File: src/design/multi_slot_timer_scheduler_assert.svh
// Assertion macros shared by the timer scheduler RTL.
// Depends on a clock named i_clk and an active-low reset named i_rst_n.
`ifndef MULTI_SLOT_TIMER_SCHEDULER_ASSERT_SVH
`define MULTI_SLOT_TIMER_SCHEDULER_ASSERT_SVH

// Same-cycle implication, checked outside reset.
`define MST_ASSERT_NOW(label, ante, cons) \
    label: assert property (@(posedge i_clk) disable iff (!i_rst_n) (ante) |-> (cons)) \
        else $error("timer scheduler check failed");

// Next-cycle implication, checked outside reset.
`define MST_ASSERT_NEXT(label, ante, cons) \
    label: assert property (@(posedge i_clk) disable iff (!i_rst_n) (ante) |=> (cons)) \
        else $error("timer scheduler check failed");

`endif

File: src/design/mst_pkg.sv
// Shared types and constants of the multi-slot timer scheduler.
// No dependencies.
package mst_pkg;

    localparam logic [2:0] OP_TICK   = 3'd0;
    localparam logic [2:0] OP_CREATE = 3'd1;
    localparam logic [2:0] OP_START  = 3'd2;
    localparam logic [2:0] OP_STOP   = 3'd3;
    localparam logic [2:0] OP_RESET  = 3'd4;
    localparam logic [2:0] OP_CHANGE = 3'd5;

    // Most expiries reported on one tick, and the width of a counter of them.
    localparam int MAX_RESULTS = 8;
    localparam int CNT_W       = 4;

    typedef struct packed {
        logic [2:0]  op;
        logic [2:0]  timer_id;
        logic [31:0] period;
        logic        reload_en;
    } t_in;

    typedef struct packed {
        logic [2:0] fired_timer;
        logic       last_fired;
    } t_out;

    typedef struct packed {
        logic [63:0] expiry;
        logic [31:0] period;
        logic [63:0] stamp;
    } t_entry;

    localparam int ENTRY_W = $bits(t_entry);

endpackage

File: src/design/multi_slot_timer_scheduler.sv
// Top level of the multi-slot timer scheduler.
// Depends on mst_pkg, mst_front and mst_back (which uses mst_ram).
//
//   channel   | ports                         | handshake
//   ----------+-------------------------------+-------------------------------
//   command   | start, busy, i_cmd            | beat taken when start && !busy
//   result    | o_valid, o_result             | one-cycle strobe, no back-pressure
//
// A command beat enters a two-entry queue, so busy rises only when the queue
// is full. Create, start, stop and change period are done in the back part
// straight from idle; reset of an active slot also passes through S_RSTWR,
// since it reads the slot table. A tick scans the table even when nothing is
// due, and every report needs a full scan of the slot table through its one
// read port, plus a report state (S_FIRE) and a re-arm state (S_WRITE).
// Reset is synchronous and active low; it empties the queue, clears time,
// arming order and all active and periodic marks. The receiver cannot stall.
module multi_slot_timer_scheduler #(
    parameter int NUM_TIMERS = 8
) (
    input  logic          i_clk,
    input  logic          i_rst_n,
    input  logic          start,
    output logic          busy,
    input  mst_pkg::t_in  i_cmd,
    output logic          o_valid,
    output mst_pkg::t_out o_result
);
    import mst_pkg::*;

    // Queue head handed from the front part to the back part.
    t_in  w_q_cmd;
    logic w_q_valid;
    logic w_q_pop;

    mst_front #(.NUM_TIMERS(NUM_TIMERS)) u_front (
        .i_clk   (i_clk),
        .i_rst_n (i_rst_n),
        .i_start (start),
        .o_busy  (busy),
        .i_cmd   (i_cmd),
        .o_valid (w_q_valid),
        .o_cmd   (w_q_cmd),
        .i_pop   (w_q_pop)
    );

    // The back part scans slots in order of expiry, then of arming order,
    // with the lower slot first on a full tie.
    mst_back #(.NUM_TIMERS(NUM_TIMERS)) u_back (
        .i_clk       (i_clk),
        .i_rst_n     (i_rst_n),
        .i_cmd_valid (w_q_valid),
        .i_cmd       (w_q_cmd),
        .o_pop       (w_q_pop),
        .o_valid     (o_valid),
        .o_result    (o_result)
    );
endmodule

File: src/design/mst_ram.sv
// Generic single-write, single-read RAM with a registered read port.
// No dependencies.
module mst_ram #(
    parameter int WIDTH = 8,
    parameter int DEPTH = 8
) (
    input  logic                                   i_clk,
    input  logic                                   i_we,
    input  logic [((DEPTH > 1) ? $clog2(DEPTH) : 1)-1:0] i_waddr,
    input  logic [WIDTH-1:0]                       i_wdata,
    input  logic [((DEPTH > 1) ? $clog2(DEPTH) : 1)-1:0] i_raddr,
    output logic [WIDTH-1:0]                       o_rdata
);
    logic [WIDTH-1:0] r_mem [DEPTH];
    logic [WIDTH-1:0] r_rdata;

    always_ff @(posedge i_clk) begin
        if (i_we) begin
            r_mem[i_waddr] <= i_wdata;
        end
        r_rdata <= r_mem[i_raddr];
    end

    assign o_rdata = r_rdata;
endmodule

File: src/design/mst_front.sv
// Front part: takes command beats, drops those that address no slot or carry
// an unknown op, and queues the rest. Depends on mst_pkg.
module mst_front #(
    parameter int NUM_TIMERS = 8
) (
    input  logic         i_clk,
    input  logic         i_rst_n,
    input  logic         i_start,
    output logic         o_busy,
    input  mst_pkg::t_in i_cmd,
    output logic         o_valid,
    output mst_pkg::t_in o_cmd,
    input  logic         i_pop
);
    import mst_pkg::*;

    t_in        r_q [2];
    logic       r_wp, n_wp;
    logic       r_rp, n_rp;
    logic [1:0] r_cnt, n_cnt;
    logic       w_keep;
    logic       w_push;
    logic       w_pop;

    always_comb begin
        case (i_cmd.op)
            OP_TICK:   w_keep = 1'b1;
            OP_CREATE, OP_START, OP_STOP, OP_RESET, OP_CHANGE:
                       w_keep = ({29'd0, i_cmd.timer_id} < 32'(NUM_TIMERS));
            default:   w_keep = 1'b0;
        endcase
    end

    assign o_busy  = (r_cnt == 2'd2);
    assign w_push  = i_start && !o_busy && w_keep;
    assign w_pop   = i_pop && (r_cnt != 2'd0);
    assign o_valid = (r_cnt != 2'd0);
    assign o_cmd   = r_q[r_rp];

    always_comb begin
        n_wp  = w_push ? ~r_wp : r_wp;
        n_rp  = w_pop ? ~r_rp : r_rp;
        n_cnt = r_cnt + {1'b0, w_push} - {1'b0, w_pop};
    end

    always_ff @(posedge i_clk) begin
        if (!i_rst_n) begin
            r_wp  <= 1'b0;
            r_rp  <= 1'b0;
            r_cnt <= 2'd0;
        end else begin
            r_wp  <= n_wp;
            r_rp  <= n_rp;
            r_cnt <= n_cnt;
        end
        if (w_push) begin
            r_q[r_wp] <= i_cmd;
        end
    end
endmodule

File: src/design/mst_back.sv
// Back part: carries out queued commands against the slot table and scans
// the slots on each tick. Depends on mst_pkg, mst_ram and the assert header.
`include "multi_slot_timer_scheduler_assert.svh"

module mst_back #(
    parameter int NUM_TIMERS = 8
) (
    input  logic          i_clk,
    input  logic          i_rst_n,
    input  logic          i_cmd_valid,
    input  mst_pkg::t_in  i_cmd,
    output logic          o_pop,
    output logic          o_valid,
    output mst_pkg::t_out o_result
);
    import mst_pkg::*;

    localparam int IW = (NUM_TIMERS > 1) ? $clog2(NUM_TIMERS) : 1;
    localparam int CW = IW + 1;

    localparam logic [2:0] S_IDLE  = 3'd0;
    localparam logic [2:0] S_SCAN  = 3'd1;
    localparam logic [2:0] S_FIRE  = 3'd2;
    localparam logic [2:0] S_WRITE = 3'd3;
    localparam logic [2:0] S_RSTWR = 3'd4;

    logic [2:0]       r_state, n_state;
    logic [63:0]      r_now, n_now;
    logic [63:0]      r_stamp, n_stamp;
    logic             r_active [NUM_TIMERS];
    logic             n_active [NUM_TIMERS];
    logic             r_periodic [NUM_TIMERS];
    logic             n_periodic [NUM_TIMERS];
    logic [CW-1:0]    r_scan, n_scan;
    logic             r_ev, n_ev;
    logic [IW-1:0]    r_ev_idx, n_ev_idx;
    logic             r_found, n_found;
    logic [IW-1:0]    r_best, n_best;
    logic [63:0]      r_best_exp, n_best_exp;
    logic [63:0]      r_best_stamp, n_best_stamp;
    logic [31:0]      r_best_per, n_best_per;
    logic             r_first, n_first;
    logic [CNT_W-1:0] r_due, n_due;
    logic [CNT_W-1:0] r_fired, n_fired;
    logic [63:0]      r_sum_a, n_sum_a;
    logic [63:0]      r_sum_b, n_sum_b;
    logic [IW-1:0]    r_id, n_id;

    logic          w_we;
    logic [IW-1:0] w_waddr;
    t_entry        w_wdata;
    logic [IW-1:0] w_raddr;
    t_entry        w_rdata;
    logic [ENTRY_W-1:0] w_rbits;
    logic [IW-1:0] w_cid;
    logic [31:0]   w_cper;
    logic          w_due;
    logic          w_better;
    logic [63:0]   w_nx;

    mst_ram #(.WIDTH(ENTRY_W), .DEPTH(NUM_TIMERS)) u_ram (
        .i_clk   (i_clk),
        .i_we    (w_we),
        .i_waddr (w_waddr),
        .i_wdata (w_wdata),
        .i_raddr (w_raddr),
        .o_rdata (w_rbits)
    );
    assign w_rdata = t_entry'(w_rbits);

    assign w_cid  = IW'(i_cmd.timer_id);
    assign w_cper = (i_cmd.period == 32'd0) ? 32'd1 : i_cmd.period;

    assign w_due    = r_active[r_ev_idx] && (w_rdata.expiry <= r_now);
    assign w_better = !r_found || (w_rdata.expiry < r_best_exp) ||
                      ((w_rdata.expiry == r_best_exp) && (w_rdata.stamp < r_best_stamp));
    assign w_nx     = (r_sum_a <= r_now) ? r_sum_b : r_sum_a;

    assign o_valid              = (r_state == S_FIRE);
    assign o_result.fired_timer = 3'(r_best);
    assign o_result.last_fired  = ((r_fired + CNT_W'(1)) == r_due);

    always_comb begin
        n_state      = r_state;
        n_now        = r_now;
        n_stamp      = r_stamp;
        n_active     = r_active;
        n_periodic   = r_periodic;
        n_scan       = r_scan;
        n_ev         = 1'b0;
        n_ev_idx     = r_ev_idx;
        n_found      = r_found;
        n_best       = r_best;
        n_best_exp   = r_best_exp;
        n_best_stamp = r_best_stamp;
        n_best_per   = r_best_per;
        n_first      = r_first;
        n_due        = r_due;
        n_fired      = r_fired;
        n_sum_a      = r_sum_a;
        n_sum_b      = r_sum_b;
        n_id         = r_id;
        o_pop        = 1'b0;
        w_we         = 1'b0;
        w_waddr      = w_cid;
        w_wdata      = '{expiry: r_now + {32'd0, w_cper}, period: w_cper, stamp: r_stamp};
        w_raddr      = r_scan[IW-1:0];

        case (r_state)
            S_IDLE: begin
                if (i_cmd_valid) begin
                    o_pop = 1'b1;
                    case (i_cmd.op)
                        OP_TICK: begin
                            n_now   = r_now + 64'd1;
                            n_first = 1'b1;
                            n_due   = '0;
                            n_fired = '0;
                            n_found = 1'b0;
                            n_scan  = '0;
                            n_state = S_SCAN;
                        end
                        OP_CREATE: begin
                            n_active[w_cid]   = 1'b0;
                            n_periodic[w_cid] = i_cmd.reload_en;
                        end
                        OP_START: begin
                            w_we            = 1'b1;
                            n_active[w_cid] = 1'b1;
                            n_stamp         = r_stamp + 64'd1;
                        end
                        OP_STOP: begin
                            n_active[w_cid] = 1'b0;
                        end
                        OP_RESET: begin
                            if (r_active[w_cid]) begin
                                w_raddr = w_cid;
                                n_id    = w_cid;
                                n_state = S_RSTWR;
                            end
                        end
                        OP_CHANGE: begin
                            // An idle slot gets the whole entry written, but start rewrites all
                            // of it, period included, from its own command.
                            w_we = 1'b1;
                            if (r_active[w_cid]) begin
                                n_stamp = r_stamp + 64'd1;
                            end
                        end
                        default: begin
                        end
                    endcase
                end
            end
            S_RSTWR: begin
                w_we    = 1'b1;
                w_waddr = r_id;
                w_wdata = '{expiry: r_now + {32'd0, w_rdata.period},
                            period: w_rdata.period, stamp: r_stamp};
                n_stamp = r_stamp + 64'd1;
                n_state = S_IDLE;
            end
            S_SCAN: begin
                if (r_scan != CW'(NUM_TIMERS)) begin
                    n_ev     = 1'b1;
                    n_ev_idx = r_scan[IW-1:0];
                    n_scan   = r_scan + CW'(1);
                end
                if (r_ev && w_due) begin
                    if (r_first && (r_due != CNT_W'(MAX_RESULTS))) begin
                        n_due = r_due + CNT_W'(1);
                    end
                    if (w_better) begin
                        n_found      = 1'b1;
                        n_best       = r_ev_idx;
                        n_best_exp   = w_rdata.expiry;
                        n_best_stamp = w_rdata.stamp;
                        n_best_per   = w_rdata.period;
                    end
                end
                if ((r_scan == CW'(NUM_TIMERS)) && !r_ev) begin
                    n_state = r_found ? S_FIRE : S_IDLE;
                end
            end
            S_FIRE: begin
                n_fired = r_fired + CNT_W'(1);
                n_sum_a = r_best_exp + {32'd0, r_best_per};
                n_sum_b = r_now + {32'd0, r_best_per};
                n_state = S_WRITE;
            end
            S_WRITE: begin
                if (r_periodic[r_best]) begin
                    w_we    = 1'b1;
                    w_waddr = r_best;
                    w_wdata = '{expiry: w_nx, period: r_best_per, stamp: r_stamp};
                    n_stamp = r_stamp + 64'd1;
                end else begin
                    n_active[r_best] = 1'b0;
                end
                n_first = 1'b0;
                n_found = 1'b0;
                n_scan  = '0;
                n_state = (r_fired == r_due) ? S_IDLE : S_SCAN;
            end
            default: begin
                n_state = S_IDLE;
            end
        endcase
    end

    always_ff @(posedge i_clk) begin
        if (!i_rst_n) begin
            r_state <= S_IDLE;
            r_now   <= '0;
            r_stamp <= '0;
            r_ev    <= 1'b0;
            r_found <= 1'b0;
            r_first <= 1'b0;
            r_due   <= '0;
            r_fired <= '0;
            r_scan  <= '0;
            for (int i = 0; i < NUM_TIMERS; i++) begin
                r_active[i]   <= 1'b0;
                r_periodic[i] <= 1'b0;
            end
        end else begin
            r_state    <= n_state;
            r_now      <= n_now;
            r_stamp    <= n_stamp;
            r_ev       <= n_ev;
            r_found    <= n_found;
            r_first    <= n_first;
            r_due      <= n_due;
            r_fired    <= n_fired;
            r_scan     <= n_scan;
            r_active   <= n_active;
            r_periodic <= n_periodic;
        end
        r_ev_idx     <= n_ev_idx;
        r_best       <= n_best;
        r_best_exp   <= n_best_exp;
        r_best_stamp <= n_best_stamp;
        r_best_per   <= n_best_per;
        r_sum_a      <= n_sum_a;
        r_sum_b      <= n_sum_b;
        r_id         <= n_id;
    end

    `MST_ASSERT_NOW(a_fired_is_active, o_valid, r_active[r_best])
    `MST_ASSERT_NOW(a_fired_is_due, o_valid, r_best_exp <= r_now)
    `MST_ASSERT_NOW(a_fired_in_budget, o_valid, r_fired < r_due)
    `MST_ASSERT_NEXT(a_strobe_spaced, o_valid, !o_valid)
endmodule
File: config.mk
export PLATFORM = sky130hd
export DESIGN_NAME = multi_slot_timer_scheduler
export DESIGN_NICKNAME = d
export VERILOG_FILES = /design/src/design/mst_pkg.sv /design/src/design/multi_slot_timer_scheduler.sv /design/src/design/mst_ram.sv /design/src/design/mst_front.sv /design/src/design/mst_back.sv
export VERILOG_INCLUDE_DIRS = /design/src /design/src/design
export SDC_FILE = /design/constraint.sdc
export NUM_CORES = 2
export LEC_CHECK = 0
export BUFFER_PORTS_ARGS = -buffer_cell sky130_fd_sc_hd__buf_2
export CAP_MARGIN = 25
export CORE_ASPECT_RATIO = 1.25
export CORE_MARGIN = 2
export CORE_UTILIZATION = 35
export DETAILED_ROUTE_END_ITERATION = 10
export PLACE_DENSITY = 0.52
export SETUP_SLACK_MARGIN = 0.5
export SYNTH_ARGS = -nofsm -noshare
export SYNTH_HDL_FRONTEND = slang
export SYNTH_SLANG_ARGS = --single-unit
File: constraint.sdc
create_clock -name i_clk -period 21.6 [get_ports i_clk]
set_input_delay 1.08 -clock i_clk [delete_from_list [all_inputs] [get_ports i_clk]]
set_output_delay 1.08 -clock i_clk [all_outputs]
set_load 0.01 [all_outputs]
Word-level counts from Yosys, hierarchy flattened
Memory sizes are Yosys's and may differ from the RTL's. A register that Yosys moved wholly into a read port is not among the register bits.
Index checks and enable logic that the tools add are counted.

storage, ports and cells
  register bits = 463
  bits in writable memories = 1358
  input bits = 42
  output and inout bits = 6
  word-level logic and storage cells = 215
  memories kept = 2

memory list
  memory              words  bits a word  read ports  clocked after memory_dff  write ports  RTL line         source
  u_back.u_ram.r_mem  8      160          1           1                         1            mst_ram.sv:14    logic [WIDTH-1:0] r_mem [DEPTH];
  u_front.r_q         2      39           1           1                         1            mst_front.sv:17  t_in r_q [2];

cells by class
  $add $sub $neg = 11
  order comparisons = 9
  equal/unequal tests = 35
  mux-type cells = 70
  bitwise gates (word level) = 10
  reductions and logical operators = 42

operator list
  operator               count
  $pmux 160 s2           1
  $add 64x32->64         4
  $mux 64                4
  $pmux 64 s3            1
  $mux 160               1
  $add 64x1->64 const B  2
  $le 64x64->1           2
  $lt 64x64->1           2
  $pmux 64 s2            1
  $eq 64x64->1           1
  $logic_not 32->1       1
  $mux 32                1
  $pmux 8 s2             2
  $mux 1                 28
  $mux 3                 8
  $mux 4                 5
  $eq 3x2->1 const B     6
  $and 8x8->8            2
  $mux 8                 2
  $not 8->8              2
  $pmux 4 s2             2
  $reduce_and 4->1       4
  $eq 3x3->1 const B     5
  $reduce_and 3->1       5
  other kinds (36)       85

Longest topological paths before layout
  depth after elaboration = 10
  depth in mapped cells = 21

Modules after synthesis
From an unflattened synthesis, not the netlist that was laid out.

second synthesis, totals
  cells, all modules = 5925
  area total of the unflattened synthesis = 89608.4 um^2

modules (own cells, without submodules)
  module     instances  cells an instance  area each (um^2)  seq. area each (um^2)
  mst_ram    1          2023               52327.7           41639.9
  mst_back   1          3755               34165.3           12161.7
  mst_front  1          147                3115.5            2442.3

Worst setup path before layout
No wires, ideal clock.

  kind = flip-flop to flip-flop
  start = register u_back.r_best[0]
  end = memory u_back.u_ram.r_mem[7][0] (netlist name) (enable)
  library setup time = 683 ps
  arrival time = 8875 ps
  path slack = 12042 ps
  stages on the path, launching flop included = 10
  clock period less this slack = 9558 ps
  path through = edfxtp_1 > clkbuf_1 > mux2i_1 > a211oi_1 > o31ai_1 > nand2_1 > nor2_1 > a221o_1 > nand2_1 > nor2_1

between the ends
  cells in the longest elaborated chain, start to end = 8

RTL lines
  element                                     RTL line         source
  start: declaration                          mst_back.sv:38   logic [IW-1:0] r_best, n_best;
  start signal: assignment                    mst_back.sv:240  r_best <= n_best;
  $not 3->4 (not written as such)             mst_back.sv:192  if (r_periodic[r_best]) begin
  $bmux 1 s3                                  mst_back.sv:192
  $mux 1 (not written as such) (2 in series)  mst_back.sv:192
  $mux 1                                      mst_back.sv:192
  $pmux 1 s3                                  mst_back.sv:109  case (r_state)
  $mux 1                                      mst_ram.sv:18    if (i_we) begin
  $mux 1 (not written as such)                mst_ram.sv:19    r_mem[i_waddr] <= i_wdata;
  end: declaration                            mst_ram.sv:14

Several ways; a longest one is shown, not always the timed one. The select of a mux whose other input is x is not followed.

==> impl_summary.log <==
INFO  metric detailroute.via_count = between 50000 and 60000
INFO  metric placeableCoreArea = around 0.25 mm2
INFO  metric final_core_util = 39.4%
INFO  metric critical_path.startpoint_type = register
INFO  metric globalRouteMet3Util = approximately 1.9%
INFO  metric antenna_found_initial = 10
INFO  metric pin_count_of_the_biggest_net_entering_global_routing = 139
INFO  metric dp_slack = 14770 ps
INFO  metric min_period = 6890 ps
INFO  metric detailed_routing_iteration_count_for_the_pre_antenna_repair_pass = 7
INFO  metric irDropWorstVdd = 75.9 uV
INFO  metric ys_seq_area_share = a little under two thirds
INFO  metric worst_skew_pair.late_latency = 860 ps
INFO  metric synth.ff_latch_count = 1982
INFO  metric net-switching-power = 2.41 mW
INFO  metric ys_flop_type = sky130_fd_sc_hd__edfxtp_1
INFO  metric multi_input_area = 0.0301 mm2
INFO  metric power_report.internal_total = 6.92 mW
INFO  metric grt_remaining_overflow = 0
INFO  metric post-synth-top-area-cell = sky130_fd_sc_hd__edfxtp_1
INFO  metric crit_path_max_incr_delay = 760 ps
INFO  metric path_class = reg -> reg
INFO  metric post_synth_edffs = 1655
INFO  metric grt_use_met1 = 22.7%
INFO  metric outcome = completed
INFO  metric fraction_of_power_spent_switching_nets = 25.8%
INFO  metric achievable-frequency = ~0.15 GHz
INFO  metric synthTopCellsByCount = sky130_fd_sc_hd__edfxtp_1, sky130_fd_sc_hd__nand2_1, sky130_fd_sc_hd__ha_1
INFO  metric syn_to_final_growth = 11.9%
INFO  metric met2_demand_to_capacity_share_in_global_routing = between 30 and 40%
INFO  metric cp-end-kind = register
INFO  metric max-clock-path-buffers = 4
INFO  metric power_density = 94.1 mW/mm2
INFO  metric worst_pin_slew = roughly 1100 ps
INFO  metric clk_root_buffer_cell = sky130_fd_sc_hd__clkbuf_16
INFO  metric synth_area = 0.0886 mm2
INFO  metric drt_iter0_markers = 3246
INFO  metric fin_tns_setup = 0 ps
INFO  metric critical_path.cell_chain = buf_4 > mux2i_1 > nand4_1 > nor4_1 > nand2_1 > nand2_1 > ha_1 > inv_1 > fa_1 > nor2b_1 > o31a_1 > o31ai_1 > a21oi_1 > o21bai_1 > a31oi_2 > buf_4 > a22oi_1 > or3b_2 > o211ai_1
INFO  metric setup_viol = 0
INFO  metric grt_usage = between 10% and 20%
INFO  metric ys_top_cells_by_area = sky130_fd_sc_hd__edfxtp_1, sky130_fd_sc_hd__mux4_2, sky130_fd_sc_hd__dfxtp_1
INFO  metric ff_to_ff_path_depth = 19
INFO  metric gp_congestion = 0.928
INFO  metric numClockSinks = 1982
INFO  metric min_delay_path_class = in -> reg
INFO  metric port_buffers = 47
INFO  metric post-route-drc-count = 0
INFO  metric grt_setup_unrepaired = no
INFO  metric share_comb_of_total_power = 13.7%
INFO  metric tritoncts_clock_tree = yes
INFO  metric stdcell_count = 9788
INFO  metric maxSlewViolCount = 0
INFO  metric die_h = between 500 and 600 um
INFO  metric final.setup.worst_slack = 14710 ps
INFO  metric crit_slowest_cell = sky130_fd_sc_hd__a21oi_1
INFO  metric die_x = 454 um
INFO  metric wire_per_inst = 23.9 um
INFO  metric grt_pass1_wl = between 300000 and 400000 um
INFO  metric synth.most_common_cell = sky130_fd_sc_hd__edfxtp_1
INFO  metric via_count_of_the_first_global_routing_pass = 53500
INFO  metric floorplan.initialDensity = a little over a third
INFO  metric worst-r2r-setup-slack = 14710 ps
INFO  metric h-tree-depth = 4
INFO  metric required_time_of_the_worst_setup_path = approximately 22000 ps
INFO  metric ys_async_sr_fraction = 0%
INFO  metric endpoint = u_back.u_ram.r_mem[7][142]$_DFFE_PP_
INFO  metric maxCapViolations = 0
INFO  metric worst_path_dominant_cell_family = simple AND/OR/NAND/NOR gates
INFO  metric timing.slew.headroom = about a quarter
INFO  metric worst_ep_arrival_time = 7460 ps
INFO  metric placed_cells = ~9400
INFO  metric detailed_placement_wirelength_estimate = 150000 um
INFO  metric layout.filler_cells = 23300
INFO  metric detail_route.vias_per_cell = 5.26
INFO  metric total_power = 9.33 mW
INFO  metric clock_network_power_share = 36.8%
INFO  metric grt-busiest-layer = met2
INFO  metric syn_nets = 6597
INFO  metric synth.top_cell.area_share = 56.1%
INFO  metric reg2reg_to = u_back.u_ram.r_mem[7][142]$_DFFE_PP_
INFO  metric nets = 6733
INFO  metric numCtsBuffers = 200
INFO  metric cts_resized = 0
INFO  metric seqPwrFrac = between 40 and 50%
INFO  metric leakage = 35.3 nW
INFO  metric postSynthCellCount = 6159
INFO  metric top_level_ports = 48
INFO  metric crit_cells = 19
INFO  metric rows = 206
INFO  metric antenna_left = 0
INFO  metric design.die.area = about 0.26 mm2
INFO  metric layout.area.seq = 0.0562 mm2
INFO  metric critPathMaxFanout = 28
INFO  metric clock-skew-final = 83.4 ps
INFO  metric post_synth_num_cell_types = 90
INFO  metric warnings_from_yosys = 0
INFO  metric cp.buffers_inverters = 3
INFO  metric cts_hold_buf = 0
INFO  metric ratio_of_final_minimum_period_to_clock_period = about a third
INFO  metric fraction_of_layout_instances_using_a_drive_strength_above_1 = a little over an eighth
INFO  metric hold_viol = 0
INFO  metric synthesis.area_per_instance = 14.4 um2
INFO  metric cts_setup_buffers = 0
INFO  metric clk_transition_reported_paths = 60 ps
INFO  metric route.final.wire_length = 234000 um
==> sequential cells by signal, indices dropped and copies added (netlist names), 4 cells and up, named ones only <==
register,count
u_front.r_q,78
u_back.r_best_stamp,64
u_back.r_sum_b,64
u_back.r_now,64
u_back.r_stamp,64
u_back.r_sum_a,64
u_back.r_best_exp,64
u_back.u_ram.o_rdata,160
u_back.u_ram.r_mem,1280
u_back.r_periodic,8
u_back.r_scan,4
u_back.r_fired,4
u_back.r_due,4
u_back.r_best_per,32
==> layer usage <==
| metal | wire length, um | up-vias | part of all wire (%) |
|---|---|---|---|
| met3 | 7910 | 368 | 3.4 |
| met2 | 121000 | 1025 | 51 |
| met4 | 6770 | 0 | 2.9 |
| met1 | 99100 | 26400 | 42 |
| met5 | 0 | - | 0 |
| li1 | - | 23700 | - |
==> power by group through the flow <==
stage	clock network [mW]	logic, mW	registers (mW)
2_1_floorplan	0	0.914	4.68
3_3_place_gp	0	1.26	4.70
3_5_place_dp	0	1.29	4.70
4_1_cts	3.53	1.29	4.62
5_1_grt	3.66	1.40	4.64
6_report	3.44	1.27	4.62
==> worst min path at each step <==
stage | startpoint | end | slack, ps | depth (start not counted)
final | i_cmd[12] | u_front.r_q[0][12]$_DFFE_PP_ | 430 | 1
after global placement | u_back.u_ram.o_rdata[0]$_DFF_P_ | u_back.r_best_stamp[0]$_DFFE_PP_ | 420 | 0
after CTS | i_cmd[5] | u_front.r_q[0][5]$_DFFE_PP_ | 360 | 1
after detailed placement | u_back.u_ram.o_rdata[0]$_DFF_P_ | u_back.r_best_stamp[0]$_DFFE_PP_ | 420 | 0
after floorplan | u_back.u_ram.o_rdata[0]$_DFF_P_ | u_back.r_best_stamp[0]$_DFFE_PP_ | 400 | 0
after global routing | i_cmd[7] | u_front.r_q[0][7]$_DFFE_PP_ | 400 | 1
==> stage by stage <==
step           area (um2)  hold WS (ps)
2_1_floorplan       88600           400
3_3_place_gp        92500           416
3_5_place_dp        92600           419
4_1_cts             99100           361
5_1_grt             99100           400
6_report            99100           427
==> layout by cell type, fill, tap and decap left out, drive strengths merged, types with 21 or more instances in the layout <==
master  count
nand3     109
o221ai     39
nor2b      39
ha        392
a21oi     207
a22oi      49
buf       147
nand4     111
nand2     757
xor2       45
nand2b     24
mux4      322
a21o      114
clkinv     58
o21a       30
nor4       40
and2      126
nor2      195
clkbuf    285
edfxtp   1655
and3       58
a21boi     42
o21ai     198
xnor2     286
a211oi     32
inv       288
o211ai     21
dfxtp     327
nor3       72
mux2       32
or3        40
mux2i      81
==> kinds of logic after synthesis <==
family,after synthesis,share of synthesized area (%)
flip-flops,1982,63.5
AND/OR/NAND/NOR,1616,8.58
AO/OA/AOI/OAI,896,6.69
buffers and inverters,503,2.82
multiplexers,435,9.54
adder cells (fa/ha/maj),396,5.63
XOR/XNOR,331,3.27
==> worst register-to-register path, stage by stage, from the launching register on <==
cell                       delay (ps)
sky130_fd_sc_hd__dfxtp_4          530
sky130_fd_sc_hd__buf_4            550
sky130_fd_sc_hd__mux2i_1          450
sky130_fd_sc_hd__nand4_1          350
sky130_fd_sc_hd__nor4_1           650
sky130_fd_sc_hd__nand2_1          190
sky130_fd_sc_hd__nand2_1          130
sky130_fd_sc_hd__ha_1             200
sky130_fd_sc_hd__inv_1             60
sky130_fd_sc_hd__fa_1             380
sky130_fd_sc_hd__nor2b_1          230
sky130_fd_sc_hd__o31a_1           200
sky130_fd_sc_hd__o31ai_1          100
sky130_fd_sc_hd__a21oi_1          760
sky130_fd_sc_hd__o21bai_1         230
sky130_fd_sc_hd__a31oi_2          210
sky130_fd_sc_hd__buf_4            330
sky130_fd_sc_hd__a22oi_1          260
sky130_fd_sc_hd__or3b_2           530
sky130_fd_sc_hd__o211ai_1         270
==> final cells by class <==
type,instances,area share [%]
repair buffers,153,1.16
inverters,284,1.09
clock inverters,86,0.863
flip-flops and latches,1982,56.7
clock buffers,279,5.61
diodes,2,0.00505
multi-input cells,3674,30.3
well taps,3328,4.20
No activity file was read; power rests on OpenSTA's default activity.
